[config.mk]
export PLATFORM = sky130hd
export DESIGN_NAME = bpt_log
export DESIGN_NICKNAME = d
export VERILOG_FILES = /design/src/rtl/core/bpt_pkg.sv /design/src/rtl/core/bpt_log.sv
export SDC_FILE = /design/constraint.sdc
export NUM_CORES = 1
export LEC_CHECK = 0
export BUFFER_PORTS_ARGS = -buffer_cell sky130_fd_sc_hd__buf_4
export CAP_MARGIN = 20
export CORE_MARGIN = 3
export CORE_UTILIZATION = 55
export DETAILED_ROUTE_END_ITERATION = 8
export PLACE_DENSITY = 0.77
export SETUP_SLACK_MARGIN = 0.2
export SLEW_MARGIN = 20
export SYNTH_ARGS = -nofsm -noshare
export SYNTH_HDL_FRONTEND = slang
export SYNTH_SLANG_ARGS = --single-unit
[constraint.sdc]
create_clock -name clk_i -period 13.1 [get_ports clk_i]
set_clock_uncertainty 0.05 [all_clocks]
set_input_delay 0.655 -clock clk_i [delete_from_list [all_inputs] [get_ports clk_i]]
set_output_delay 0.655 -clock clk_i [all_outputs]
set_load 0.02 [all_outputs]
[src/rtl/core/bpt_pkg.sv]
// ----------------------------------------------------------------------------
// bpt_pkg
// Shared types, constants and the ln mantissa table for the binned Poisson
// template likelihood block.
// ----------------------------------------------------------------------------
package bpt_pkg;

  localparam int unsigned NumTpl    = 5;
  localparam int unsigned LogDepth  = 256;
  localparam int unsigned LogIdxW   = $clog2(LogDepth);
  localparam int unsigned ScaleW    = 16;
  localparam int unsigned TplW      = 24;
  localparam int unsigned CountW    = 16;
  localparam int unsigned ProdW     = ScaleW + TplW;
  localparam int unsigned PredW     = 24;
  localparam int unsigned LnW       = 22;
  localparam int unsigned AddW      = 34;
  localparam int unsigned SumW      = 56;
  localparam int unsigned UsedW     = 3;
  localparam int unsigned AddrW     = 5;
  localparam int unsigned DataW     = 32;
  localparam logic [16:0] Ln2Q16    = 17'd45426;
  localparam logic [ScaleW-1:0] ScaleRst = 16'd4096;
  localparam logic [UsedW-1:0]  UsedRst  = 3'd5;

  typedef enum logic [2:0] {
    RegScale0 = 3'd0,
    RegScale1 = 3'd1,
    RegScale2 = 3'd2,
    RegScale3 = 3'd3,
    RegScale4 = 3'd4,
    RegUsed   = 3'd5
  } reg_idx_e;

  typedef struct packed {
    logic [CountW-1:0] observed_count;
    logic [TplW-1:0]   template_0;
    logic [TplW-1:0]   template_1;
    logic [TplW-1:0]   template_2;
    logic [TplW-1:0]   template_3;
    logic [TplW-1:0]   template_4;
    logic              last_bin;
  } in_item_t;

  typedef struct packed {
    logic signed [SumW-1:0] deviance;
    logic                   saturated;
  } out_item_t;

  // per-stage control carried alongside the datapath
  typedef struct packed {
    logic valid;
    logic last;
  } stage_ctl_t;

  typedef logic [15:0] log_tbl_t [LogDepth];

  // shift-subtract divide, used at elaboration only
  function automatic logic [63:0] udiv(input logic [63:0] a, input logic [63:0] b);
    logic [63:0] q;
    logic [64:0] r;
    q = '0;
    r = '0;
    for (int k = 63; k >= 0; k--) begin
      r = {r[63:0], a[k]};
      if (r >= {1'b0, b}) begin
        r    = r - {1'b0, b};
        q[k] = 1'b1;
      end
    end
    return q;
  endfunction

  // ln(1+x) = 2*atanh(x/(2+x)) in Q0.30, rounded to Q0.16
  function automatic logic [15:0] ln1p_q16(input int unsigned i);
    logic [63:0] z, z2, pw, acc, r;
    z   = udiv(64'(i) << 30, 64'(2 * LogDepth + i));
    z2  = (z * z) >> 30;
    pw  = z;
    acc = z;
    for (int unsigned k = 1; k < 40; k++) begin
      if (pw != 64'd0) begin
        pw  = (pw * z2) >> 30;
        acc = acc + udiv(pw, 64'(2 * k + 1));
      end
    end
    r = ((acc << 1) + 64'd8192) >> 14;
    return r[15:0];
  endfunction

  function automatic log_tbl_t build_log_tbl();
    log_tbl_t t;
    for (int unsigned i = 0; i < LogDepth; i++) begin
      t[i] = ln1p_q16(i);
    end
    return t;
  endfunction

  localparam log_tbl_t LogTbl = build_log_tbl();

endpackage

[src/rtl/core/bpt_log.sv]
// ----------------------------------------------------------------------------
// bpt_log
// Natural log of the prediction in signed Q.16: leading-one position times
// ln 2 plus a mantissa table entry. Registered output.
// ----------------------------------------------------------------------------
module bpt_log (
  input  logic                                clk_i,
  input  logic                                en_i,
  input  logic [bpt_pkg::PredW-1:0]           pred_i,
  output logic signed [bpt_pkg::LnW-1:0]      ln_o
);

  localparam int unsigned EW = $clog2(bpt_pkg::PredW);

  logic [EW-1:0]                     e;
  logic [bpt_pkg::PredW+bpt_pkg::LogIdxW-1:0] norm;
  logic [bpt_pkg::LogIdxW-1:0]       idx;
  logic signed [EW+1:0]              e_off;
  logic signed [bpt_pkg::LnW-1:0]    ln_d, ln_q;

  always_comb begin
    e = '0;
    for (int k = 0; k < bpt_pkg::PredW; k++) begin
      if (pred_i[k]) begin
        e = EW'(k);
      end
    end
    // leading one lands just above the index bits
    norm  = {pred_i, {bpt_pkg::LogIdxW{1'b0}}} >> e;
    idx   = norm[bpt_pkg::LogIdxW-1:0];
    e_off = $signed({2'b00, e}) - (EW+2)'(8);
    ln_d  = bpt_pkg::LnW'(e_off) * bpt_pkg::LnW'($signed({1'b0, bpt_pkg::Ln2Q16}))
          + $signed({{(bpt_pkg::LnW-16){1'b0}}, bpt_pkg::LogTbl[idx]});
  end

  always_ff @(posedge clk_i) begin
    if (en_i) begin
      ln_q <= ln_d;
    end
  end

  assign ln_o = ln_q;

endmodule

# ---- Yosys cells after proc, flatten, opt, wreduce, memory -nomap -nowiden
# Memories as Yosys holds them, arrays and structs flattened.
# Index checks and enable logic that the tools add are counted.
dict set report totals {
  mem_count 1
  in_bits 26
  out_inout_bits 22
  wordCells 33
  romBits 4096
  reg_bits 22
}
# memory words width read_ports rd_ports_with_merged_regs write_ports line
set mem_list {}
lappend mem_list {{(no name shown)} 256 16 1 0 0 bpt_log.sv:33} ;# + $signed({{(bpt_pkg::LnW-16){1'b0}}, bpt_pkg::LogTbl[idx]});
dict set report classes {
  mux 25
  n_bitwise 1
  n_addsub 2
  shift 1
  multipliers 1
  n_lt_le_gt_ge 1
}
# cell count
set ops {}
lappend ops {{$mux 5} 22}
lappend ops {{$mux 16} 2}
lappend ops {{$shr 32x5->8} 1}
lappend ops {{$add 22x17->22} 1}
lappend ops {{$mul 6x16->21 const B} 1}
lappend ops {{$ge 9x9->1 const B} 1}
lappend ops {{$not 8->9} 1}
lappend ops {{$sub 5x4->6 const B} 1}
lappend ops {{$mux 1} 1}

# ---- Logic depth before layout (Yosys ltp)
dict set report logic_depth {
  word_depth 29
  ltp_mapped 35
  ltp_nobuf 32
}

# ---- Least setup slack after synthesis
# No wires, ideal clock.
dict set report synth_timing {
  path_type {in2reg}
  start {input pred_i[2] (netlist name)}
  end {register ln_q (netlist bit ln_o[21]), data pin}
  setup_time_ns 0.260
  path_slack_ns 5.451
  path_buffers 5
  t_arrival_ns 7.339
  required_time_ns 12.790
  path_stages 33
  path_cell_list {nand2b_1 > a221o_1 > a211o_1 > a31oi_1 > buf_4 > buf_6 > mux2i_1 > mux2i_1 > a22oi_1 > o311ai_2 > clkbuf_1 > ha_1 > clkbuf_1 > clkbuf_1 > o221ai_1 > o311ai_1 > o2111ai_1 > a311o_1 > ha_1 > fa_1 > a21o_1 > a21oi_1 > o21bai_1 > a21oi_1 > o21bai_1 > a21oi_1 > nor2b_1 > o21a_1 > o211a_1 > o21a_1 > o311a_1 > nand2_1 > xnor2_1}
}
dict set report synth_via {
  elab_chain_cells 28
  word_cells_on_any_way 30
  cone_classes {add/sub (2); mul (1); shift (1); mux (24); bitwise (1); memory (1)}
}
# element line
set synth_lines {}
lappend synth_lines {{start, declared} bpt_log.sv:9} ;# input logic [bpt_pkg::PredW-1:0] pred_i,
lappend synth_lines {{branches (longest 27 deep; another with $mux 5)} -}
lappend synth_lines {{$add 22x17->22 *} bpt_log.sv:33}
lappend synth_lines {{via ln_d (one bit)} bpt_log.sv:19} ;# logic signed [bpt_pkg::LnW-1:0] ln_d, ln_q;
lappend synth_lines {{end signal, assigned} bpt_log.sv:38} ;# ln_q <= ln_d;
lappend synth_lines {{end, declared} bpt_log.sv:19}
# Mark *: on every way through the listed nets, which the timed path passes. The select of a mux whose other input is x is not followed.
# A chain may end at the register's enable or synchronous reset.

# ---- Worst setup path after layout
dict set report layout_timing {
  start {input pred_i[5] (netlist name)}
  end {register ln_q (netlist bit ln_o[16]), data pin}
}
dict set report layout_via {
  elab_chain_cells 25
  word_cells_on_any_way 27
  cone_classes {add/sub (2); mul (1); shift (1); mux (21); bitwise (1); memory (1)}
}
# element line
set layout_lines {}
lappend layout_lines {{branches (longest 24 deep; another with $mux 5)} -}
lappend layout_lines {{$add 22x17->22 *} bpt_log.sv:33}
lappend layout_lines {{via ln_d (one bit)} bpt_log.sv:19}
# Marked as above.

==> impl_metrics.env <==
export IMPL_outcome="complete, no violations"
export IMPL_start_kind="primary input"
export IMPL_pre_cts_ws_ns=3.361
export IMPL_crit_fanout=37
export IMPL_sw_frac_of_total_pct=56.91
export IMPL_p_clk_share_pct=5.1
export IMPL_diodes=0
export IMPL_ys_seq_elements=22
export IMPL_cts_root_buf="clkbuf_16"
export IMPL_worst_hold_path_type="in2reg"
export IMPL_finalPower_mw=1.232
export IMPL_setup_viol=0
export IMPL_cts_tree="built"
export IMPL_hold_slack_ns=0.7473
export IMPL_synth_area_sq_um=8404
export IMPL_vias=10430
export IMPL_largest_reg_flops=22
export IMPL_max_cap_violations=0
export IMPL_synth_cells=1176
export IMPL_min_delay_start="en_i"
export IMPL_gr_total_overflow=0
export IMPL_powerDensity_nw_per_um2=140.4
export IMPL_antenna_found_initial=0
export IMPL_ys_warnings_count=0
export IMPL_intPower_mw=0.5310
export IMPL_stdcell_count=1341
export IMPL_hold_violations=0
export IMPL_rsz0062_at_grt="no"
export IMPL_drt_pass1_iterations=7
export IMPL_routed_via_density=7.780
export IMPL_dpl_cell_area_sq_um=8696
export IMPL_p_switching_mw=0.7014
export IMPL_cp_slowest_cell="nor2_4"
export IMPL_cts_hold_buf=0
export IMPL_cts_buffers=3
export IMPL_period_share_pct=75.23
export IMPL_htree_num_levels=1
export IMPL_grt_pass1_wl_microns=55750
export IMPL_dieArea_sq_um=16800
export IMPL_worstHoldPathCells=1
export IMPL_cts_buffer_depth=2
export IMPL_cts_setup_buffers=0
export IMPL_slew_viol_final=0
export IMPL_clk_pin_slew_ns=0.05
export IMPL_fin_nets=1276
export IMPL_end_kind="flop"
export IMPL_die_x_microns=129.6
export IMPL_ir_drop_mv=0.08947
export IMPL_min_to="ln_o[21]"
export IMPL_final_util_pct=59.49
export IMPL_seqPwrFrac_pct=11.4
export IMPL_dp_cells=1337
export IMPL_layout_commonest_cell="nor2_1"
export IMPL_ioPinCount=48
export IMPL_grt_max_degree=61
export IMPL_start_util_pct=56.96
export IMPL_maxSlewHeadroom_pct=14.86
export IMPL_synth_edf_count=22
export IMPL_track_usage_pct=42.46
export IMPL_cp_slowest_stage_delay_ns=0.76
export IMPL_p_leak_nw=3.407
export IMPL_hpwl_microns=26360
export IMPL_syn_num_nets=1294
export IMPL_fin_setup_tns_ns=0
export IMPL_worstMarginPinSlew_ns=1.265
export IMPL_avgSynthCellArea_sq_um=7.147
export IMPL_yosysUniqueCellTypes=91
export IMPL_post_route_min_period_ns=9.855
export IMPL_power_frac_comb_pct=83.5
export IMPL_port_buffers=47
export IMPL_crit_required_ns=13.14
export IMPL_path_class="in2reg"
export IMPL_clock_sinks=22
export IMPL_avgRoutedWirePerCell_microns=27.49
export IMPL_async_flop_share_pct=0
export IMPL_ctsResizeCount=0
export IMPL_drive_above_1_share_pct=11.15
export IMPL_finalWirelength_microns=36860
export IMPL_max_freq_mhz=101.5
export IMPL_crit_top_cell="a21oi_1"
export IMPL_synthToLayoutAreaGrowth_pct=4.437
export IMPL_stdcell_area_sq_um=8777
export IMPL_final_setup_worst_slack_ns=3.245
export IMPL_drc=0
export IMPL_ys_seq_area_share_pct=7.861
export IMPL_arrival_ns=9.90
export IMPL_fp_row_count=44
export IMPL_dr_first_iter_drc_count=2155
export IMPL_grt_pass1_vias=9429
export IMPL_synth_flop_cell="edfxtp_1"
export IMPL_die_height_microns=129.6
export IMPL_gp_congestion=1.106
export IMPL_postRouteAntennaNets=0
export IMPL_layout_common_cells="nor2_1, nand2_1, a21oi_1"
export IMPL_core_sq_um=14750
export IMPL_fill_cells=1432
[synthesized netlist by cell type, drive strengths merged, types with 4 or more instances]
cell type / instances / area [sq um]
nor4: 11 / 96.34
mux2: 7 / 82.57
and3: 4 / 25.02
inv: 49 / 183.9
a2111oi: 6 / 77.57
a32oi: 5 / 43.79
mux2i: 30 / 312.8
nand3: 35 / 187.7
a211oi: 25 / 197.7
and2: 4 / 25.02
o221ai: 15 / 137.6
a221oi: 17 / 155.1
nand2b: 11 / 68.82
o211ai: 31 / 242.7
o22ai: 15 / 93.84
a211o: 7 / 61.31
nor3: 30 / 150.1
nor2b: 5 / 31.28
fa: 10 / 200.2
or3: 8 / 50.05
nand4: 10 / 62.56
ha: 82 / 1026
xor2: 4 / 35.03
clkbuf: 32 / 120.1
o311ai: 19 / 173.9
edfxtp: 22 / 660.6
nand2: 111 / 421.7
a21o: 14 / 105.1
a31oi: 28 / 181.4
o21bai: 8 / 60.06
xnor2: 28 / 245.2
a311o: 5 / 50.05
a311oi: 16 / 140.1
a22oi: 5 / 42.54
o2111ai: 10 / 87.58
o31ai: 19 / 147.6
nor2: 119 / 478.0
a21oi: 98 / 501.7
o41ai: 5 / 43.79
a221o: 8 / 80.08
o21ai: 92 / 464.2
o21a: 5 / 37.54
buf: 69 / 437.9
[worst max path at each step]
stage | startpoint | endpoint | slack (ns) | cells after the start
after floorplan | pred_i[2] | ln_o[21] | 5.45 | 33
after global placement | pred_i[5] | ln_o[21] | 3.47 | 31
after detailed placement | pred_i[16] | ln_o[20] | 3.36 | 30
after CTS | pred_i[16] | ln_o[20] | 3.59 | 30
after global routing | pred_i[5] | ln_o[16] | 2.82 | 29
final | pred_i[5] | ln_o[16] | 3.24 | 29
[cell type report]
cell class	instances	area, sq um	area share [%]
inverters	50	187.7	2.138
multi-input cells	1003	7034	80.14
flip-flops and latches	22	660.6	7.527
clock inverters	1	3.754	0.04277
clock buffers	3	75.07	0.8553
repair buffers	78	585.6	6.671
well taps	184	230.2	2.623
[logic make-up after synthesis]
group           share of synthesized area [%]
compound gates                          41.10
simple gates                            19.53
buf+inv                                 8.873
fa+ha+maj                               14.59
mux                                     4.704
xor+xnor                                3.335
flops                                   7.861
[power by group through the flow]
| stage | sequential (mW) | clock, mW | combinational [mW] |
|---|---|---|---|
| after floorplan | 0.182 | 0 | 0.652 |
| after global routing | 0.143 | 0.0663 | 1.09 |
| after detailed placement | 0.141 | 0 | 0.978 |
| after CTS | 0.141 | 0.0636 | 0.985 |
| final | 0.140 | 0.0630 | 1.03 |
| after global placement | 0.141 | 0 | 0.983 |
[per-layer routing]
metal  wire [microns]  global-route usage, %
met1            14010                  57.46
met2            14670                  61.21
met3             5782                  14.30
met4             2403                  18.52
met5                0                      0
[worst max-delay path, delay by kind of cell]
kind	cells	cell delay, ns
buffers and inverters	4	1.60
AND/OR/NAND/NOR	5	2.19
AO/OA/AOI/OAI	18	4.81
multiplexers	1	0.31
adder cells (fa/ha/maj)	1	0.27
No activity file was read; power rests on OpenSTA's default activity.
