<file path="src/rtl/core/bpt_pkg.sv">
// ----------------------------------------------------------------------------
// bpt_pkg
// Shared types, constants and the ln mantissa table for the binned Poisson
// template likelihood block.
// ----------------------------------------------------------------------------
package bpt_pkg;

  localparam int unsigned NumTpl    = 5;
  localparam int unsigned LogDepth  = 256;
  localparam int unsigned LogIdxW   = $clog2(LogDepth);
  localparam int unsigned ScaleW    = 16;
  localparam int unsigned TplW      = 24;
  localparam int unsigned CountW    = 16;
  localparam int unsigned ProdW     = ScaleW + TplW;
  localparam int unsigned PredW     = 24;
  localparam int unsigned LnW       = 22;
  localparam int unsigned AddW      = 34;
  localparam int unsigned SumW      = 56;
  localparam int unsigned UsedW     = 3;
  localparam int unsigned AddrW     = 5;
  localparam int unsigned DataW     = 32;
  localparam logic [16:0] Ln2Q16    = 17'd45426;
  localparam logic [ScaleW-1:0] ScaleRst = 16'd4096;
  localparam logic [UsedW-1:0]  UsedRst  = 3'd5;

  typedef enum logic [2:0] {
    RegScale0 = 3'd0,
    RegScale1 = 3'd1,
    RegScale2 = 3'd2,
    RegScale3 = 3'd3,
    RegScale4 = 3'd4,
    RegUsed   = 3'd5
  } reg_idx_e;

  typedef struct packed {
    logic [CountW-1:0] observed_count;
    logic [TplW-1:0]   template_0;
    logic [TplW-1:0]   template_1;
    logic [TplW-1:0]   template_2;
    logic [TplW-1:0]   template_3;
    logic [TplW-1:0]   template_4;
    logic              last_bin;
  } in_item_t;

  typedef struct packed {
    logic signed [SumW-1:0] deviance;
    logic                   saturated;
  } out_item_t;

  // per-stage control carried alongside the datapath
  typedef struct packed {
    logic valid;
    logic last;
  } stage_ctl_t;

  typedef logic [15:0] log_tbl_t [LogDepth];

  // shift-subtract divide, used at elaboration only
  function automatic logic [63:0] udiv(input logic [63:0] a, input logic [63:0] b);
    logic [63:0] q;
    logic [64:0] r;
    q = '0;
    r = '0;
    for (int k = 63; k >= 0; k--) begin
      r = {r[63:0], a[k]};
      if (r >= {1'b0, b}) begin
        r    = r - {1'b0, b};
        q[k] = 1'b1;
      end
    end
    return q;
  endfunction

  // ln(1+x) = 2*atanh(x/(2+x)) in Q0.30, rounded to Q0.16
  function automatic logic [15:0] ln1p_q16(input int unsigned i);
    logic [63:0] z, z2, pw, acc, r;
    z   = udiv(64'(i) << 30, 64'(2 * LogDepth + i));
    z2  = (z * z) >> 30;
    pw  = z;
    acc = z;
    for (int unsigned k = 1; k < 40; k++) begin
      if (pw != 64'd0) begin
        pw  = (pw * z2) >> 30;
        acc = acc + udiv(pw, 64'(2 * k + 1));
      end
    end
    r = ((acc << 1) + 64'd8192) >> 14;
    return r[15:0];
  endfunction

  function automatic log_tbl_t build_log_tbl();
    log_tbl_t t;
    for (int unsigned i = 0; i < LogDepth; i++) begin
      t[i] = ln1p_q16(i);
    end
    return t;
  endfunction

  localparam log_tbl_t LogTbl = build_log_tbl();

endpackage

</file>
<file path="src/rtl/core/bpt_lane.sv">
// ----------------------------------------------------------------------------
// bpt_lane
// One template lane: registered scale times template product, zero when the
// lane is not in use.
// ----------------------------------------------------------------------------
module bpt_lane (
  input  logic                          clk_i,
  input  logic                          en_i,
  input  logic                          use_i,
  input  logic [bpt_pkg::ScaleW-1:0]    scale_i,
  input  logic [bpt_pkg::TplW-1:0]      tpl_i,
  output logic [bpt_pkg::ProdW-1:0]     prod_o
);

  logic [bpt_pkg::ProdW-1:0] prod_q, prod_d;

  always_comb begin
    prod_d = use_i ? (bpt_pkg::ProdW'(scale_i) * bpt_pkg::ProdW'(tpl_i)) : '0;
  end

  always_ff @(posedge clk_i) begin
    if (en_i) begin
      prod_q <= prod_d;
    end
  end

  assign prod_o = prod_q;

endmodule

</file>
<file path="config.mk">
export PLATFORM = sky130hd
export DESIGN_NAME = bpt_lane
export DESIGN_NICKNAME = d
export VERILOG_FILES = /design/src/rtl/core/bpt_pkg.sv /design/src/rtl/core/bpt_lane.sv
export SDC_FILE = /design/constraint.sdc
export NUM_CORES = 1
export LEC_CHECK = 0
export ABC_AREA = 1
export CAP_MARGIN = 15
export CORE_ASPECT_RATIO = 2
export CORE_MARGIN = 3
export CORE_UTILIZATION = 55
export DETAILED_ROUTE_END_ITERATION = 12
export DONT_BUFFER_PORTS = 1
export PLACE_DENSITY = 0.7
export SETUP_SLACK_MARGIN = 0.1
export SYNTH_ARGS = -nofsm -noshare
export SYNTH_HDL_FRONTEND = slang
export SYNTH_SLANG_ARGS = --single-unit
</file>
<file path="constraint.sdc">
create_clock -name clk_i -period 8.84 [get_ports clk_i]
set_clock_uncertainty 0.1 [all_clocks]
set_input_delay 0 -clock clk_i [delete_from_list [all_inputs] [get_ports clk_i]]
set_output_delay 0 -clock clk_i [all_outputs]
set_load 0.02 [all_outputs]
</file>
# Word level (Yosys, flattened, before mapping)
# Cells that the tools add are included.
# word_totals
in_bits	43
elab_cells	2
output_inout_bits	40
reg_bits	40
# op_classes
mul	1
# ops
cell	count
multiplier 16 x 24 -> 40 bit	1

# Longest topological paths before layout
# Gate-level depths: netlist (run 1).
# logic_depth
word_depth	1
mapped_depth	28
mapped_depth_nobuf	26

# Worst setup path before layout (run 1)
# OpenSTA, ideal clock, no wires.
# synth_path
path_kind	input port to flip-flop
start	input port tpl_i[14] (netlist bit)
end	register prod_q, in the netlist prod_o[31], data pin
setup_time_ps	255
cell_stages	24
n_path_buf	2
path_slack_ps	3600
required_ps	8485
arrival_time_ps	4885
path_cell_list	clkbuf_1 clkbuf_1 nand2_1 fa_1 inv_1 fa_1 inv_1 fa_1 inv_1 fa_1 fa_1 inv_1 fa_1 inv_1 ha_1 nand2_1 inv_1 nand2_1 nor2_1 nand4_1 nand3_2 nand2_1 a21oi_1 nor2_1
# synth_via
elab_chain_cells	1
# synth_rtl
item	line	rtl
start: declaration	bpt_lane.sv:11	input logic [bpt_pkg::TplW-1:0] tpl_i,
multiplier 16 x 24 -> 40 bit	bpt_lane.sv:18	prod_d = use_i ? (bpt_pkg::ProdW'(scale_i) * bpt_pkg::ProdW'(tpl_i)) : '0;
end signal: assignment	bpt_lane.sv:23	prod_q <= prod_d;
end: declaration	bpt_lane.sv:15	logic [bpt_pkg::ProdW-1:0] prod_q, prod_d;
# No other way between the ends.
# A chain may end at the register's enable or synchronous reset.

# Final worst setup path (run 1)
# layout_path
start	input port scale_i[1] (netlist bit)
end	register prod_q, in the netlist prod_o[33], data pin
# layout_via
elab_chain_cells	1
# layout_rtl
item	line	rtl
start: declaration	bpt_lane.sv:10	input logic [bpt_pkg::ScaleW-1:0] scale_i,
multiplier 16 x 24 -> 40 bit	bpt_lane.sv:18	
# No other way between the ends.

==> reports/summary.txt, run 1 <==
Status: finished, violations left
Failing checks: negative hold slack
Layout Utilization: 0.572
Syn nets: 2444
Setup crit end kind: flip-flop
Met3 wire length: 2310 microns
Max incr delay on CP: 550 ps
I/O pins: 83
Post-CTS setup buffers: 0
Slowest cell on the critical path: fa_1
Effective utilization at floorplan: 0.559
Levels on crit path: 22
Cell count after synthesis: 1983
Synth Area in Compound Gates: 0.0338
Worst setup SP type: input pin
Xor/xnor share of the synthesized area: 0.00237
Final Cell Area: 15100 sq um
Final Net Count: 2374
IO buf count: 0
CTS Root Cell: clkbuf_16
Bufs on Longest Clock Path: 2
Post-synth cell types: 24
Post_cts resized: 0
Hold-fix buffers at CTS: 7
CTS tree: done
Yosys warnings: 0
Synth Register Bits: 40
Post-route setup TNS: 0 ps
Met1 WL: 13300 microns
Initial DRT Pass Iterations: 5
CP Class: input pin to flip-flop
Worst path bufs/invs: 6
Total number of vias: 11400
Synth Area in Adders: 0.510
GRT Overall Usage: 0.282
Fmax: 0.203 GHz
Worst-Margin Slew: 345 ps
Hold Crit Class: input pin to flip-flop
Fillcell total: 2463
Pin count of the biggest net entering global routing: 41
Routed Antenna Nets: 0
DR iter-0 viols: 559
Largest delay share family, worst path: adder cells
Row count: 84
Initial antenna violation count: 0
WP data required: 8790 ps
Hold path cells: 3
Clock slew at reported path FFs: 60 ps
Sequential Area: 1200 sq um
Crit path cell chain: nand2_1 > fa_1 > inv_1 > fa_1 > inv_1 > fa_1 > inv_1 > fa_1 > fa_1 > inv_1 > fa_1 > inv_1 > ha_1 > nand2_1 > inv_1 > a21oi_1 > o21a_1 > nand2_1 > nand2_1 > nand3_1 > nand2_1 > nor2_1
H-tree levels: 2
Largest register FFs: 40
Routed wire length on met2: 20700 microns
Fraction of final layout cells sized beyond drive strength 1: 0.0136
Proportion of synthesized area in mux cells: 0
Dpl hpwl: 31600 microns
Min Tclk post-route: 4930 ps
DRC violations left: 0
Final Cycle Share: 0.557
Detailed-route vias per instance: 5.07
Max Used Layer: met4
P&R area growth vs syn: 2.25%
Slew headroom: 0.767
CTS sink count: 40
Number of diodes: 0
Post-synthesis simple-gate area fraction: 0.190
Placed cells: 2243
Final setup vio count: 0
RSZ-0062 raised after global routing: false
Most common cell after layout, fill and taps aside: inv_1
Synth area leader: fa_1
Largest family of logic cells by synthesized area: adder cells
GPL Wtd Cong: 0.953
Multi-input gate area: 10900 sq um
Synth Cell Area: 14800 sq um
Most frequent cells in the layout: 628 x inv_1, 590 x nand2_1, 306 x fa_1, 112 x ha_1, 77 x nor2_1
Synth top area cells: fa_1 42%, inv_1 16%, nand2_1 15%
Routed wire length per instance: 16.9 microns
Placed Instance Area: 14900 sq um
Synth top area share: 0.415
Cts bufs inserted: 5
Chip height: 238 microns
Die area: 28900 sq um
Slew Limit Fails: 0
Critical Path Start: scale_i[1]
Layout Cells excl Fill: 2257
Core box area: 26400 sq um
Final wirelength: 38100 microns
Hold path start: use_i
Worst hold slack: -4.75 ps
Arrival time at the worst endpoint: 4880 ps
Max-cap violation count: 0
Final Hold Viols: 1
Critical-path maximum fanout: 24
Die width: 122 microns
First-pass GRT wire length: 63200 microns
GRT overflow: 0
Vias in the first global route: 12600
Sequential-to-total area share from yosys stat: 0.0814
Synthesized area per cell: 7.44 sq um
[per-layer routing]
layer / global-route usage / vias to the layer above
li1: - / 5399
met1: 0.324 / 5556
met2: 0.519 / 381
met3: 0.0362 / 113
met4: 0.120 / 0
met5: 0 / -
[tightest hold or removal path, cell delays in order]
cell	delay, ps
buf_12	180
nand2_1	70
inv_1	40
[stage by stage]
| stage | setup WS, ps | hold slack [ps] |
|---|---|---|
| floorplan | 3600 | 12.5 |
| global placement | 3590 | 15.3 |
| detailed placement | 3610 | 15.7 |
| CTS | 3900 | 1.85 |
| global route | 3570 | 28.2 |
| finish | 3910 | -4.75 |
[area by class of cell]
type,instances,share of cell area
clock buffer,5,0.00830
clock inverter,2,0.000830
inverter,628,0.156
multi-input combinational,1231,0.720
sequential,40,0.0796
tap,344,0.0285
timing repair buffer,7,0.00597
[cells in the mapped netlist]
library cell	number
inv_1	628
xnor2_1	4
nor2_1	77
ha_1	112
nor2_2	1
nand3_2	7
clkbuf_1	82
nand2_2	4
o21ai_0	26
o21a_1	4
nor2_4	2
a21o_1	3
or2_2	1
buf_4	1
nor3_1	4
fa_1	306
o21bai_1	3
a21oi_2	2
buf_6	1
nand2_1	590
a21oi_1	55
nand4_1	2
edfxtp_1	40
nand3_1	28
[path summary, 6_finish.rpt]
check         end  slack, ps
min     prod_o[1]         -5
max    prod_o[33]       3910
[cell families after synthesis]
logic type                 after synthesis
AOI/OAI and AO/OA                       93
buffers and inverters                  712
DFF                                     40
xor gates and xnor gates                 4
adders and majority gates              418
and+or+nand+nor                        716
Power of run 1 is not shown: default switching activity piles up to over one toggle a cycle in this logic, so the estimate is an artifact.
==> run 2, diff against run 1 <==
==> constraint.sdc (replaced) <==
create_clock -name clk_i -period 4.7 [get_ports clk_i]
set_clock_uncertainty 0.1 [all_clocks]
set_input_delay 0 -clock clk_i [delete_from_list [all_inputs] [get_ports clk_i]]
set_output_delay 0 -clock clk_i [all_outputs]
set_load 0.02 [all_outputs]
==> run 2 against run 1 <==
Effect of this change: the run ends with negative setup slack left; highest routed layer unchanged; sequential share of layout area down 0.83 points; design area up 12%; global-route usage up 0.96 points; die area unchanged; non-clock buffer count up 72; routed wire length up 5.5%; via count up 5.6%.
==> reports/summary.txt, run 2 (synthesized netlist as in run 1, its figures left out) <==
Dpl hpwl: 32000 microns
Min Tclk post-route: 4700 ps
Clock slew at reported path FFs: 70 ps
CP Class: input pin to flip-flop
GPL Wtd Cong: 0.979
RSZ-0062 raised after global routing: true
CTS tree: done
Vias in the first global route: 13400
Slowest cell on the critical path: fa_2
WP data required: 4670 ps
Routed Antenna Nets: 0
Hold path start: use_i
Die width: 122 microns
Critical Path Start: scale_i[10]
GRT overflow: 0
Max incr delay on CP: 620 ps
Row count: 84
Fmax: 0.213 GHz
Core box area: 26400 sq um
DRC violations left: 0
GRT Overall Usage: 0.292
Cell repeated most along the worst path: fa_1
Total number of vias: 12100
Fraction of final layout cells sized beyond drive strength 1: 0.171
H-tree levels: 2
Status: finished, violations left
IO buf count: 0
Crit path cell chain: nand2_1 > fa_1 > inv_1 > fa_1 > fa_2 > fa_1 > fa_1 > inv_1 > fa_1 > inv_1 > ha_4 > nand2_2 > inv_2 > nand2_4 > nor2_4 > nand4_1 > nand3_4 > nand2_2 > a21oi_2 > nor2_1
Slew Limit Fails: 0
Detailed-route vias per instance: 5.19
Bufs on Longest Clock Path: 2
DR iter-0 viols: 498
Final Cycle Share: 1.00
Critical-path maximum fanout: 24
Most common cell after layout, fill and taps aside: inv_1
P&R area growth vs syn: 14.1%
Initial DRT Pass Iterations: 5
Final Net Count: 2446
Number of diodes: 0
Pin count of the biggest net entering global routing: 41
Slew headroom: 0.748
Chip height: 238 microns
Final setup vio count: 1
Fillcell total: 2282
Layout Utilization: 0.638
Arrival time at the worst endpoint: 4670 ps
Max-cap violation count: 0
Effective utilization at floorplan: 0.559
Cts bufs inserted: 5
Most frequent cells in the layout: 572 x inv_1, 503 x nand2_1, 290 x fa_1, 94 x ha_1, 63 x buf_4
Initial antenna violation count: 0
CTS sink count: 40
Worst-Margin Slew: 373 ps
Smallest setup slack after layout: -1.81 ps
I/O pins: 83
Worst setup path end: prod_o[39]
Hold Crit Class: input pin to flip-flop
Worst setup SP type: input pin
Setup crit end kind: flip-flop
First-pass GRT wire length: 65500 microns
Worst hold slack: 1.41 ps
CTS Root Cell: clkbuf_16
Largest register FFs: 40
Final wirelength: 40100 microns
Routed wire length per instance: 17.2 microns
Failing checks: negative setup slack
Final Hold Viols: 0
Die area: 28900 sq um
run 2: changes by cell type in the layout (fill, tap and decap cells not counted), sizes merged:
cell / change
bufinv: +1
clkinv: +1
dlygate4sd3: -1
buf: +73
clkinvlp: -1
run 2: final cells by class:
type,instances,area (sq um),area share
Clock buffer,5,125,0.00743
Sequential cell,40,1200,0.0713
Clock inverter,3,37.5,0.00223
Inverter,628,2380,0.141
Tap cell,344,430,0.0256
Multi-Input combinational cell,1231,12000,0.712
Timing Repair Buffer,79,683,0.0406
run 2: metrics by stage:
step           cells  setup TNS (ps)  instance area, sq um  setup slack [ps]
2_1_floorplan   1983           -2790                 15500              -160
3_3_place_gp    2297           -4000                 15700              -316
3_5_place_dp    2297           -4930                 15700              -353
4_1_cts         2317           -25.7                 16100             -15.5
5_1_grt         2330           -1340                 16800              -137
6_report        2330           -1.81                 16800             -1.81
run 2: worst max-delay path, delay by kind of cell:
kind,cells,cell delay (ps)
fa+ha+maj,7,3400
compound gates,1,110
buf+inv,4,280
simple gates,8,860
run 2: worst min path at each step:
stage,to,slack [ps],cells past startpoint
5_1_grt,prod_o[2],40,3
3_5_place_dp,prod_o[4],20,0
3_3_place_gp,prod_o[4],20,0
6_report,prod_o[2],1,3
2_1_floorplan,prod_o[0],10,0
4_1_cts,prod_o[1],3,3
run 2: per-layer routing:
layer  track usage  vias to the layer above  share of wire
li1              -                     5550              -
met1         0.325                     6024           0.34
met2         0.551                      401           0.56
met3        0.0269                      119          0.056
met4         0.131                        0          0.044
met5             0                        -              0
run 2: what timing repair did:
action                                  4_1_cts  5_1_grt
buffers inserted                              6       13
gates resized for setup                      43      204
endpoints found under the setup margin        8       27
pin swaps                                    35      129
endpoints found under the hold margin        76        0
hold buffers                                  6        0
Power of run 2 is left out for the same reason.
==> run 3, diff against run 2 <==
--- a/config.mk
+++ b/config.mk
@@ -7,13 +7,14 @@
 export LEC_CHECK = 0
 export ABC_AREA = 1
 export CAP_MARGIN = 15
-export CORE_ASPECT_RATIO = 2
+export CORE_ASPECT_RATIO = 1.75
 export CORE_MARGIN = 3
 export CORE_UTILIZATION = 55
 export DETAILED_ROUTE_END_ITERATION = 12
 export DONT_BUFFER_PORTS = 1
 export PLACE_DENSITY = 0.7
 export SETUP_SLACK_MARGIN = 0.1
+export SKIP_LAST_GASP = 1
 export SYNTH_ARGS = -nofsm -noshare
 export SYNTH_HDL_FRONTEND = slang
 export SYNTH_SLANG_ARGS = --single-unit
==> constraint.sdc (replaced) <==
create_clock -name clk_i -period 5.9 [get_ports clk_i]
set_clock_uncertainty 0.1 [all_clocks]
set_input_delay 0 -clock clk_i [delete_from_list [all_inputs] [get_ports clk_i]]
set_output_delay 0 -clock clk_i [all_outputs]
set_load 0.02 [all_outputs]
==> run 3 against run 2 <==
Effect of this change: the run ends with negative hold slack left; routed wire length down 5.7%; design area shrank 10%; first-iteration DRC count is 24% higher; final cell count fell by 4.1%; critical endpoint is now prod_o[38].
==> reports/summary.txt, run 3 (synthesized netlist as in run 1, its figures left out) <==
M2 GR Usage: 0.488
Hold path cells: 5
Worst hold slack: -1.05 ps
Worst setup SP type: input pin
Clock slew at reported path FFs: 60 ps
Final Net Count: 2374
GPL Wtd Cong: 0.967
IO buf count: 0
Most frequent cells in the layout: 628 x inv_1, 590 x nand2_1, 306 x fa_1, 112 x ha_1, 77 x nor2_1
Met3 usage: 0.0486
P&R area growth vs syn: 2.25%
Routed Antenna Nets: 0
Total number of vias: 11600
Core box area: 26200 sq um
Largest register FFs: 40
CTS Root Cell: clkbuf_16
Max incr delay on CP: 570 ps
Critical-path maximum fanout: 24
CP Class: input pin to flip-flop
Post_cts resized: 0
Largest delay share family, worst path: adder cells
Effective utilization at floorplan: 0.564
Number of diodes: 0
CTS sink count: 40
RSZ-0062 raised after global routing: false
Status: finished, violations left
Vias in the first global route: 12600
Dpl hpwl: 31200 microns
Chip height: 223 microns
Hold path start: tpl_i[1]
Fraction of final layout cells sized beyond drive strength 1: 0.0136
Failing checks: negative hold slack
Row count: 78
First-pass GRT wire length: 63200 microns
Final Hold Viols: 1
Most common cell after layout, fill and taps aside: inv_1
Worst-Margin Slew: 380 ps
Initial antenna violation count: 0
Setup crit end kind: flip-flop
Worst path bufs/invs: 6
Pin count of the biggest net entering global routing: 41
I/O pins: 83
Slowest cell on the critical path: fa_1
Detailed-route vias per instance: 5.19
Routed wire length per instance: 17.0 microns
CTS tree: done
Fmax: 0.203 GHz
Final setup vio count: 0
Met1 Resource Use GR: 0.338
Arrival time at the worst endpoint: 4880 ps
Layer carrying the most global-route usage: met2
H-tree levels: 2
Post-CTS setup buffers: 0
Slew Limit Fails: 0
DR iter-0 viols: 617
Post-route setup TNS: 0 ps
WHS Endpoint: prod_o[1]
GRT overflow: 0
DRC violations left: 0
WP data required: 5850 ps
Min Tclk post-route: 4930 ps
Slew headroom: 0.744
GRT Overall Usage: 0.280
Initial DRT Pass Iterations: 5
Crit path cell chain: nand2_1 > fa_1 > inv_1 > fa_1 > inv_1 > fa_1 > inv_1 > fa_1 > fa_1 > inv_1 > fa_1 > inv_1 > ha_1 > nand2_1 > inv_1 > nand2_1 > nor2_1 > nand4_1 > nand3_2 > nand2_1 > a21oi_1 > nor2_1
Hold Crit Class: input pin to flip-flop
Die area: 28900 sq um
Final Cycle Share: 0.836
Bufs on Longest Clock Path: 2
Final wirelength: 37900 microns
Max-cap violation count: 0
Die width: 130 microns
Cts bufs inserted: 5
## run 3: what timing repair did
item,in CTS,in global routing
endpoints found under the hold margin,77,0
hold buffers,7,0
setup endpoints to repair,0,0
## run 3: layout make-up
type | count | area, sq um
Fill cell | 2518 | 11100
Multi-Input combinational cell | 1231 | 10900
Inverter | 628 | 2360
Sequential cell | 40 | 1200
Tap cell | 320 | 400
Clock buffer | 5 | 125
Timing Repair Buffer | 7 | 90.1
Clock inverter | 3 | 42.5
## run 3: how the worst max path moves through the flow
| stage | startpoint | endpoint | slack, ps | depth (start not counted) |
|---|---|---|---|---|
| 3_3_place_gp | scale_i[1] | prod_o[39] | 670 | 22 |
| 5_1_grt | scale_i[1] | prod_o[35] | 680 | 22 |
| 2_1_floorplan | tpl_i[14] | prod_o[31] | 660 | 24 |
| 3_5_place_dp | scale_i[1] | prod_o[39] | 690 | 22 |
| 6_report | scale_i[1] | prod_o[38] | 970 | 22 |
| 4_1_cts | scale_i[1] | prod_o[38] | 960 | 22 |
## run 3: layer usage
| layer | wire, microns | vias up | part of all wire |
|---|---|---|---|
| li1 | - | 5401 | - |
| met1 | 13800 | 5716 | 0.36 |
| met2 | 19900 | 374 | 0.53 |
| met3 | 2540 | 96 | 0.067 |
| met4 | 1630 | 0 | 0.043 |
| met5 | 0 | - | 0 |
## run 3: per-stage QoR
stage          cells   util  setup WS [ps]  cell area (sq um)
3_3_place_gp    2219  0.567            672              14800
5_1_grt         2234  0.577            677              15100
6_report        2234  0.577            969              15100
3_5_place_dp    2219  0.567            690              14800
4_1_cts         2234  0.577            955              15100
2_1_floorplan   1983      -            660              14800
Power of run 3 is left out for the same reason.
