`src/rtl/core/bpt_pkg.sv`:
```
// ----------------------------------------------------------------------------
// bpt_pkg
// Shared types, constants and the ln mantissa table for the binned Poisson
// template likelihood block.
// ----------------------------------------------------------------------------
package bpt_pkg;

  localparam int unsigned NumTpl    = 5;
  localparam int unsigned LogDepth  = 256;
  localparam int unsigned LogIdxW   = $clog2(LogDepth);
  localparam int unsigned ScaleW    = 16;
  localparam int unsigned TplW      = 24;
  localparam int unsigned CountW    = 16;
  localparam int unsigned ProdW     = ScaleW + TplW;
  localparam int unsigned PredW     = 24;
  localparam int unsigned LnW       = 22;
  localparam int unsigned AddW      = 34;
  localparam int unsigned SumW      = 56;
  localparam int unsigned UsedW     = 3;
  localparam int unsigned AddrW     = 5;
  localparam int unsigned DataW     = 32;
  localparam logic [16:0] Ln2Q16    = 17'd45426;
  localparam logic [ScaleW-1:0] ScaleRst = 16'd4096;
  localparam logic [UsedW-1:0]  UsedRst  = 3'd5;

  typedef enum logic [2:0] {
    RegScale0 = 3'd0,
    RegScale1 = 3'd1,
    RegScale2 = 3'd2,
    RegScale3 = 3'd3,
    RegScale4 = 3'd4,
    RegUsed   = 3'd5
  } reg_idx_e;

  typedef struct packed {
    logic [CountW-1:0] observed_count;
    logic [TplW-1:0]   template_0;
    logic [TplW-1:0]   template_1;
    logic [TplW-1:0]   template_2;
    logic [TplW-1:0]   template_3;
    logic [TplW-1:0]   template_4;
    logic              last_bin;
  } in_item_t;

  typedef struct packed {
    logic signed [SumW-1:0] deviance;
    logic                   saturated;
  } out_item_t;

  // per-stage control carried alongside the datapath
  typedef struct packed {
    logic valid;
    logic last;
  } stage_ctl_t;

  typedef logic [15:0] log_tbl_t [LogDepth];

  // shift-subtract divide, used at elaboration only
  function automatic logic [63:0] udiv(input logic [63:0] a, input logic [63:0] b);
    logic [63:0] q;
    logic [64:0] r;
    q = '0;
    r = '0;
    for (int k = 63; k >= 0; k--) begin
      r = {r[63:0], a[k]};
      if (r >= {1'b0, b}) begin
        r    = r - {1'b0, b};
        q[k] = 1'b1;
      end
    end
    return q;
  endfunction

  // ln(1+x) = 2*atanh(x/(2+x)) in Q0.30, rounded to Q0.16
  function automatic logic [15:0] ln1p_q16(input int unsigned i);
    logic [63:0] z, z2, pw, acc, r;
    z   = udiv(64'(i) << 30, 64'(2 * LogDepth + i));
    z2  = (z * z) >> 30;
    pw  = z;
    acc = z;
    for (int unsigned k = 1; k < 40; k++) begin
      if (pw != 64'd0) begin
        pw  = (pw * z2) >> 30;
        acc = acc + udiv(pw, 64'(2 * k + 1));
      end
    end
    r = ((acc << 1) + 64'd8192) >> 14;
    return r[15:0];
  endfunction

  function automatic log_tbl_t build_log_tbl();
    log_tbl_t t;
    for (int unsigned i = 0; i < LogDepth; i++) begin
      t[i] = ln1p_q16(i);
    end
    return t;
  endfunction

  localparam log_tbl_t LogTbl = build_log_tbl();

endpackage

```
`src/rtl/core/bpt_merge.sv`:
```
// ----------------------------------------------------------------------------
// bpt_merge
// Sums the lane products, rounds to Q16.8, saturates high and floors at one
// LSB. Registered output.
// ----------------------------------------------------------------------------
module bpt_merge (
  input  logic                                       clk_i,
  input  logic                                       en_i,
  input  logic [bpt_pkg::NumTpl-1:0][bpt_pkg::ProdW-1:0] prod_i,
  output logic [bpt_pkg::PredW-1:0]                  pred_o
);

  localparam int unsigned AccW = bpt_pkg::ProdW + $clog2(bpt_pkg::NumTpl + 1);

  logic [AccW-1:0]              acc;
  logic [AccW-1:0]              rnd;
  logic [bpt_pkg::PredW-1:0]    pred_d, pred_q;

  always_comb begin
    acc = '0;
    for (int i = 0; i < bpt_pkg::NumTpl; i++) begin
      acc = acc + AccW'(prod_i[i]);
    end
    rnd = (acc + AccW'(2048)) >> 12;
    if (rnd > AccW'({bpt_pkg::PredW{1'b1}})) begin
      pred_d = '1;
    end else if (rnd == '0) begin
      pred_d = bpt_pkg::PredW'(1);
    end else begin
      pred_d = rnd[bpt_pkg::PredW-1:0];
    end
  end

  always_ff @(posedge clk_i) begin
    if (en_i) begin
      pred_q <= pred_d;
    end
  end

  assign pred_o = pred_q;

endmodule

```
`config.mk`:
```
export PLATFORM = sky130hd
export DESIGN_NAME = bpt_merge
export DESIGN_NICKNAME = d
export VERILOG_FILES = /design/src/rtl/core/bpt_pkg.sv /design/src/rtl/core/bpt_merge.sv
export SDC_FILE = /design/constraint.sdc
export NUM_CORES = 1
export LEC_CHECK = 0
export ABC_CLOCK_PERIOD_IN_PS = 6900
export BUFFER_PORTS_ARGS = -buffer_cell sky130_fd_sc_hd__clkbuf_2
export CAP_MARGIN = 20
export CORE_AREA = 2 2 125 127
export DETAILED_ROUTE_END_ITERATION = 10
export DIE_AREA = 0 0 127 129
export GPL_TIMING_DRIVEN = 0
export PLACE_DENSITY = 0.8
export SKIP_CTS_REPAIR_TIMING = 1
export SKIP_LAST_GASP = 1
export SLEW_MARGIN = 10
export SYNTH_ARGS = -nofsm -noshare
export SYNTH_HDL_FRONTEND = slang
export SYNTH_SLANG_ARGS = --single-unit
```
`constraint.sdc`:
```
create_clock -name clk_i -period 6.9 [get_ports clk_i]
set_input_delay 1.38 -clock clk_i [delete_from_list [all_inputs] [get_ports clk_i]]
set_output_delay 1.38 -clock clk_i [all_outputs]
set_load 0.05 [all_outputs]
```
======== After elaboration in Yosys (flattened, before gate mapping) ========
Index checks and enable logic that the tools add are counted.
storage, ports and cells
  flip-flop bits (word level) ............. 24
  input bits .............................. 202
  output and inout bits ................... 24
  word-level logic and storage cells ...... 11
cells by class
  add/subtract/negate cells ............... 5
  order comparisons ....................... 1
  muxes and demuxes ....................... 1
  reductions and logical operators ........ 2
operators by type and width
  kind                                                   count
  adder 42 x 40 -> 43 bit                                1
  adder 43 x 12 -> 43 bit (second input constant)        1
  adder 43 x 40 -> 43 bit                                1
  zero test 43 bit                                       1
  adder 41 x 40 -> 42 bit                                1
  adder 40 x 40 -> 41 bit                                1
  > comparator 31 x 24 -> 1 bit (second input constant)  1
  2-to-1 mux 24 bit                                      1
  OR reduction 2 bit                                     1

======== Logic depth before layout (Yosys ltp) ========
Gate-level depths: netlist of the first run.
  depth in word-level cells ............... 7
  gate-level depth with buffers ........... 19
  depth with buffers taken out ............ 18

======== Least setup slack after synthesis of the first run ========
Ideal clock, no wire load.
  path kind ............................... input to register
  start ................................... input prod_i[13] (netlist name)
  end ..................................... register pred_q, in the netlist pred_o[6], data pin
  library setup time ...................... 0.260 ns
  data arrival time ....................... 5.590 ns
  data required time ...................... 6.640 ns
  path slack .............................. 1.050 ns
  cell stages on the path ................. 18
  cells stage by stage .................... inv_1 fa_1 inv_1 fa_1 inv_1 fa_1 inv_1 ha_1 and3_1 a41oi_2 a211oi_2 a31o_2 a21oi_2 o41ai_2 xor2_1 nor4_4 buf_4 o21ai_1
between the ends
  cells in the longest elaborated chain, start to end .. 7
  elaborated cells on any way between the ends .. 8
  those cells by class .................... add/sub: 5; order compare: 1; mux: 1; reduce/logical: 1
RTL lines
  what                                                                                   line             source
  start, declared                                                                        bpt_merge.sv:9   input logic [bpt_pkg::NumTpl-1:0][bpt_pkg::ProdW-1:0] prod_i,
  adder 40 x 40 -> 41 bit (*)                                                            bpt_merge.sv:22  acc = acc + AccW'(prod_i[i]);
  adder 41 x 40 -> 42 bit (*)                                                            bpt_merge.sv:22
  adder 42 x 40 -> 43 bit (*)                                                            bpt_merge.sv:22
  adder 43 x 40 -> 43 bit (*)                                                            bpt_merge.sv:22
  adder 43 x 12 -> 43 bit (*)                                                            bpt_merge.sv:24  rnd = (acc + AccW'(2048)) >> 12;
  parallel branches: the longest is 2 deep, another holds > comparator 31 x 24 -> 1 bit  -
  end signal, assigned                                                                   bpt_merge.sv:36  pred_q <= pred_d;
  end, declared                                                                          bpt_merge.sv:17  logic [bpt_pkg::PredW-1:0] pred_d, pred_q;
Mark *: on every way between the ends.
A chain may end at the register's enable or synchronous reset.

======== Worst setup path after layout of the first run ========
  start ................................... input prod_i[3] (netlist name)
  end ..................................... register pred_q, in the netlist pred_o[8], data pin
Same word-level chain as after synthesis.

==> results of run 1 <==
==> per-layer routing <==
metal	wire length, um	global-route usage, %	vias to the layer above	share of wire (%)
li1	-	-	2757	-
met1	5910	22.4	2576	42
met2	7080	32.1	179	51
met3	824	1.21	10	5.9
met4	95	2.65	0	0.68
met5	0	0	-	0
==> kinds of logic (layout without fill, tap and decap cells) <==
kind of cell	after synthesis	in the layout	share of synthesized area [%]
adder cells (fa/ha/maj)	197	197	50.1
buffers and inverters	264	493	14.9
AO/OA/AOI/OAI	120	120	12.3
AND/OR/NAND/NOR	117	117	8.70
flip-flops	24	24	10.8
XOR/XNOR	25	25	3.27
==> layout make-up <==
class,count,area (sq um)
inverters,260,976
fillers,1415,6850
clock buffers,3,75.1
clock inverters,1,3.75
multi-input cells,459,4970
flip-flops and latches,24,721
plain buffers,4,22.5
well taps,188,235
repair buffers,225,1130
==> cell usage in the layout, fill, tap and decap left out, types with 4 or more instances in the layout <==
cell	n
sky130_fd_sc_hd__inv_1	260
sky130_fd_sc_hd__clkbuf_2	225
sky130_fd_sc_hd__fa_1	118
sky130_fd_sc_hd__ha_1	79
sky130_fd_sc_hd__nand2_1	52
sky130_fd_sc_hd__a21oi_1	40
sky130_fd_sc_hd__o21ai_0	29
sky130_fd_sc_hd__edfxtp_1	24
sky130_fd_sc_hd__nor2_1	19
sky130_fd_sc_hd__xnor2_1	13
sky130_fd_sc_hd__xor2_1	12
sky130_fd_sc_hd__nand3_1	7
sky130_fd_sc_hd__nor2b_1	7
sky130_fd_sc_hd__o21ai_1	6
sky130_fd_sc_hd__nand2b_1	5
sky130_fd_sc_hd__nand4_1	5
sky130_fd_sc_hd__a211oi_2	4
sky130_fd_sc_hd__a21o_1	4
==> worst max path at each step <==
stage                     depth (start not counted)         to  startpoint
after floorplan                                  18  pred_o[6]  prod_i[13]
after global placement                           20  pred_o[6]   prod_i[3]
after detailed placement                         20  pred_o[9]   prod_i[3]
after CTS                                        20  pred_o[9]   prod_i[3]
after global routing                             20  pred_o[6]   prod_i[3]
final                                            20  pred_o[8]   prod_i[3]
==> critical path, stage by stage <==
cell	delay, ns
sky130_fd_sc_hd__clkbuf_2	0.07
sky130_fd_sc_hd__inv_1	0.04
sky130_fd_sc_hd__fa_1	0.53
sky130_fd_sc_hd__inv_1	0.06
sky130_fd_sc_hd__fa_1	0.53
sky130_fd_sc_hd__inv_1	0.05
sky130_fd_sc_hd__fa_1	0.54
sky130_fd_sc_hd__inv_1	0.05
sky130_fd_sc_hd__ha_1	0.28
sky130_fd_sc_hd__nand3_1	0.12
sky130_fd_sc_hd__o31ai_1	0.31
sky130_fd_sc_hd__nand4b_1	0.24
sky130_fd_sc_hd__a211oi_2	0.36
sky130_fd_sc_hd__a31o_2	0.27
sky130_fd_sc_hd__a21oi_2	0.11
sky130_fd_sc_hd__o41ai_2	0.35
sky130_fd_sc_hd__xor2_1	0.15
sky130_fd_sc_hd__nor4_4	0.49
sky130_fd_sc_hd__buf_4	0.26
sky130_fd_sc_hd__nand2_1	0.07
==> through the flow <==
stage / area, sq um / util [%] / std cells / total power [W] / setup slack (ns)
after global placement: 8050 / 53.8 / 1160 / 0.00229 / 0.494
after floorplan: 6690 / - / 747 / 0.00185 / 1.05
after detailed placement: 8050 / 53.8 / 1160 / 0.00232 / 0.464
after global routing: 8130 / 54.3 / 1164 / 0.00276 / 0.418
final: 8130 / 54.3 / 1164 / 0.00246 / 0.604
after CTS: 8130 / 54.3 / 1164 / 0.00246 / 0.691
==> power groups by stage <==
stage          clock network (W)  logic (W)  registers (W)
4_1_cts                 0.000124    0.00215       0.000183
6_report                0.000125    0.00215       0.000183
5_1_grt                 0.000131    0.00244       0.000185
2_1_floorplan                  0    0.00162       0.000237
3_3_place_gp                   0    0.00210       0.000185
3_5_place_dp                   0    0.00214       0.000186
==> results by stage, run 1 <==
Run:
- The number of maximum-capacitance violations is 0.

Timing:
- The headroom to the max-slew limit is 59.2%.
- The count of pins over their slew limit was 0.
- After layout, the minimum clock period comes to 6.30 ns.
- The number of endpoints failing setup at the final stage is 0.
- The worst hold slack is 1.77 ns.
- Setup repair after global routing left no endpoint under its margin.
- After layout, the worst path uses 91.2% of the clock period.
- The actual slew at the worst max-slew pin is 0.610 ns.
- In the final timing run, aggregate negative setup slack is 0 ns.
- The count of endpoints failing hold in the final timing report is 0.
- Static timing analysis puts the maximum clock frequency at 159 MHz.

Power:
- In this run the power density over the cells is 302 nW/um^2.
- Combinational logic burns 87.5% of the power.
- The share of total power in sequential cells is 7.4%.
- Per report_power, the clock group accounts for 5.1% of the total.
- Net switching is 55.0% of the power.
- The maximum ir drop on the vdd rail is 0.000140 V.
- In this run the power spent charging and discharging nets is 0.00135 W.
- The internal power of the cells totals 0.00111 W.
- The standby leakage power is 4.58 nW.

Status:
- The flow ran to the end, and the final reports show no timing, DRC or antenna violations.

Clocking:
- The CTS tree is done.
- The clock buffer count from CTS is 3.
- The H-tree level count is 1.
- Clock-pin slew was measured on the worst setup and hold paths at 0.06 ns.
- The number of sinks driven by the clock tree is 24.
- The clock passes through at most 2 buffers.
- The root cell of the clock tree is sky130_fd_sc_hd__clkbuf_16.

Drt:
- The average wire length per cell after detail routing is 11.9 um.
- The routed layout has 5522 vias.
- After the first detailed-routing iteration, the DRC count stood at 196.
- In the routed layout, each cell is associated on average with a via count of 4.74.
- The total detailed-routing wirelength is 13.9 mm.
- For this run, design rule violations remaining after detail routing come to 0.
- The count of nets left with antenna violations once routing finished came out at 0.
- The length of the first detailed-routing pass in iterations is 5.

Layout:
- The number of antenna diodes in the final layout is 0.
- Relative to the synthesized area, the layout overhead comes to 21.5%.
- The count of nets after finishing is 1376.
- The register with the most flip-flops in the layout has 24 of them.
- The post-route netlist has 25.4% of its cells at a drive strength greater than 1.

Logic synthesis:
- The number of flip-flops and latches in the synthesized netlist is 24.
- The fraction of the yosys area taken by sequential cells is 10.8%.
- Counting instances in the post-synthesis netlist gives the leading cell types as sky130_fd_sc_hd__inv_1 (260), sky130_fd_sc_hd__fa_1 (118), sky130_fd_sc_hd__ha_1 (79).
- For this run, the number of Yosys warnings is 0.
- The biggest area contributor in the post-synthesis netlist is sky130_fd_sc_hd__fa_1.
- Synthesis produced a netlist whose cell count is 747.
- The per-instance average area after synthesis is 8.96 sq um.
- The fraction of synthesized cell area taken by the top area cell type is 35.3%.
- The most frequent cell after synthesis is sky130_fd_sc_hd__inv_1.
- Counting distinct cell types in the post-synthesis netlist gives 57.
- The post-synthesis net count is 1146.
- The number of flops mapped to enable cells by yosys is 24.
- By area the synthesized netlist is led by sky130_fd_sc_hd__fa_1 (35%), sky130_fd_sc_hd__ha_1 (15%), sky130_fd_sc_hd__inv_1 (15%), sky130_fd_sc_hd__edfxtp_1 (11%), sky130_fd_sc_hd__a21oi_1 (3.0%).
- For this run, asynchronously set or reset flops after synthesis account for 0%.
- After synthesis the cells add up to 6690 sq um.
- The top flip-flop cell by instance count after synthesis is sky130_fd_sc_hd__edfxtp_1.

Critical path:
- In this run the worst path has a maximum fanout of 10.
- The critical path class is in2reg.
- STA classifies the critical path endpoint as a register.
- The worst setup path is launched from a primary input.
- The signal arrival time at the worst endpoint is 6.30 ns.
- STA puts the critical path data required time at 6.90 ns.

Hold path:
- The class of the most critical hold timing path is in2reg.
- The worst hold path depth is 1.
- The worst hold path terminates at pred_o[13].
- The startpoint of the most critical hold path is en_i.

Global route:
- The number of global-route vias before repair is 5549.
- The number of antenna violations at the first check in global routing is 0.
- For this run, the total global-route usage over all layers was measured as 17.2%.
- The largest net degree at the start of global routing is 25.
- The total overflow left after global routing is 0.
- The first global-routing pass estimated 23.5 mm of wire.

Floorplan:
- For this configuration, the core starts out at a cell density of 44.7%.
- The total area inside the core boundary comes to 15000 sq um.
- The vertical die dimension is 129 um.
- The I/O pin total is 226.
- The full die area is 16400 sq um.
- The floorplan step set the die width to 127 um.
- The row count is 45.

Placed design:
- The number of I/O port buffers is 225.
- The congestion estimate from routability-driven global placement came to 0.882.
- The detailed placement HPWL is 13.0 mm.
No activity file was read; power rests on OpenSTA's default activity.
==> run 2: changes to the inputs <==
Settings changed: CORE_AREA 2 2 125 127 to 2 2 116 118, DIE_AREA 0 0 127 129 to 0 0 118 120, PLACE_DENSITY 0.8 to 0.9.
==> results by stage, run 2 (synthesized netlist as in run 1, its figures left out) <==
Timing:
- The total negative setup slack is 0 ns.
- Setup repair after global routing left no endpoint under its margin.
- Counting I/O delays and the setup requirement, the final critical path takes 6.25 ns.
- At the pin with the least slew margin, the transition time is 0.607 ns.
- The count of endpoints failing hold in the final timing report is 0.
- The ratio of final minimum period to clock period is 90.6%.
- The maximum achievable frequency is 160 MHz.
- The worst hold slack is 1.78 ns.
- The count of pins over their slew limit was 0.
- The number of endpoints failing setup at the final stage is 0.
- The headroom to the max-slew limit is 59.4%.

Clocking:
- After clock tree synthesis, the clock-pin slew on the worst setup and hold paths is 0.06 ns.
- The maximum buffer depth of the clock tree is 2.
- TritonCTS built the clock tree.
- In this run the number of H-tree levels came out at 1.
- CTS saw 24 sinks.
- The clock buffer count from CTS is 3.
- The root cell of the clock tree is sky130_fd_sc_hd__clkbuf_16.

Drt:
- The total detailed-routing wirelength is 14.4 mm.
- The residual antenna-violating net count after detailed routing is 0.
- The number of vias per cell is 4.87.
- In this run, the number of DRC markers left after iteration 0 of detailed routing was 256.
- The first detailed-routing pass ran for 4 iterations.
- The count of vias placed by the detailed router is 5610.
- After detailed routing, the number of remaining DRC violations is 0.
- In the final routed layout, each cell accounts on average for 12.5 um.

Layout:
- The count of nets after finishing is 1376.
- The commonest non-fill, non-tap cell in the layout is sky130_fd_sc_hd__inv_1.
- Summing all flip-flop and latch instances after layout gives 721 sq um.
- The top cell types in the final layout, fill and taps aside, are sky130_fd_sc_hd__inv_1 (260), sky130_fd_sc_hd__clkbuf_2 (225), sky130_fd_sc_hd__fa_1 (118), sky130_fd_sc_hd__ha_1 (79), sky130_fd_sc_hd__nand2_1 (52).
- The share of layout cells above drive strength 1 is 25.4%.
- Relative to the synthesized area, the layout overhead comes to 21.3%.
- The number of fill cells in the layout is 1142.
- The number of flip-flops under the largest register name is 24.
- The number of standard cells in the final layout excluding fillers is 1152.
- The total inserted antenna cells is 0.
- The area taken by multi-input logic gates is 4970 sq um.

Floorplan:
- The full die area is 14200 sq um.
- For this design the top-level I/O count stands at 226.
- The total area inside the core boundary comes to 13000 sq um.
- The x dimension of the die is 118 um.
- The row count is 42.
- Measured along the y axis, the die boundary spans 120 um.
- Once the floorplan was initialized, standard cells occupied 51.5% of the core.

Critical path:
- The critical path is of the in2reg type.
- The category of the worst setup path launch point is a primary input.
- The required time reported for the critical path endpoint is 6.89 ns.
- The signal arrival time at the worst endpoint is 6.25 ns.
- The endpoint kind of the worst setup timing path is a register.
- The highest fanout seen on the critical path is 10.

Status:
- The run finished with clean final reports.

Global route:
- The number of antenna violations at the first check in global routing is 0.
- The number of global-route vias before repair is 5967.
- Entering global routing, the biggest net connects 25 pins.
- The first global-routing pass estimated 25.2 mm of wire.
- For this run the aggregate overflow at the end of global routing stands at 0.
- The total global routing track utilization is 21.3%.

Power:
- In this run the static leakage power is 4.58 nW.
- IR analysis of the VDD net gives a maximum drop of 0.000146 V.
- The power per standard cell area is 304 nW/um^2.

Placed design:
- The last weighted congestion value of the routability-driven placer is 0.866.
- In this run the tool buffered the top-level ports with 225 buffer cells.
- Once placement completed, the tool counted placed cells totaling 1148.
- The HPWL after detailed placement is 13.5 mm.

Hold path:
- The class of the most critical hold timing path is in2reg.

Run:
- The number of maximum-capacitance violations is 0.
[run 2: cell counts in the layout (fill, tap and decap cells not counted)]
Identical to the previous run, type by type.
[run 2: where the power goes]
| group | total, W | switching [W] | internal [W] |
|---|---|---|---|
| Combinational | 0.00216 | 0.00131 | 0.000853 |
| Clock | 0.000124 | 0.0000463 | 0.0000773 |
| Sequential | 0.000183 | 0.00000449 | 0.000178 |
[run 2: layer usage]
layer	global-route usage, %	routed length (um)
met4	4.52	269
met1	25.8	5710
met2	41.0	7550
met5	0	0
met3	2.09	906
[run 2: final cells by class]
class / instances / area share, %
Clock inverter: 1 / 0.0463
Inverter: 260 / 12.0
Sequential cell: 24 / 8.88
Multi-Input combinational cell: 459 / 61.3
Timing Repair Buffer: 225 / 13.9
Buffer: 4 / 0.278
Tap cell: 176 / 2.71
Clock buffer: 3 / 0.925
[run 2: through the flow]
| stage | utilization (%) | total power (W) | worst slack (ns) | cell area, sq um |
|---|---|---|---|---|
| 2_1_floorplan | - | 0.00185 | 1.05 | 6690 |
| 3_3_place_gp | 61.9 | 0.00229 | 0.498 | 8040 |
| 3_5_place_dp | 61.9 | 0.00234 | 0.419 | 8040 |
| 4_1_cts | 62.5 | 0.00247 | 0.646 | 8120 |
| 5_1_grt | 62.5 | 0.00278 | 0.341 | 8120 |
| 6_report | 62.5 | 0.00247 | 0.646 | 8120 |
[run 2: path summary, 6_finish.rpt]
kind              depth (start not counted)  slack [ns]       from          to
setup / recovery                         20        0.65  prod_i[3]  pred_o[10]
hold / removal                            1        1.78       en_i  pred_o[13]
[run 2: critical path, stage by stage]
cell and delay (ns):
sky130_fd_sc_hd__clkbuf_2 0.08, sky130_fd_sc_hd__inv_1 0.05, sky130_fd_sc_hd__fa_1 0.53, sky130_fd_sc_hd__inv_1 0.06
sky130_fd_sc_hd__fa_1 0.55, sky130_fd_sc_hd__inv_1 0.06, sky130_fd_sc_hd__fa_1 0.54, sky130_fd_sc_hd__inv_1 0.04
sky130_fd_sc_hd__ha_1 0.28, sky130_fd_sc_hd__nand3_1 0.12, sky130_fd_sc_hd__o31ai_1 0.25, sky130_fd_sc_hd__nand4b_1 0.21
sky130_fd_sc_hd__a211oi_2 0.36, sky130_fd_sc_hd__a31o_2 0.26, sky130_fd_sc_hd__a21oi_2 0.10, sky130_fd_sc_hd__o41ai_2 0.36
sky130_fd_sc_hd__xor2_1 0.15, sky130_fd_sc_hd__nor4_4 0.52, sky130_fd_sc_hd__buf_4 0.26, sky130_fd_sc_hd__nand2_1 0.08
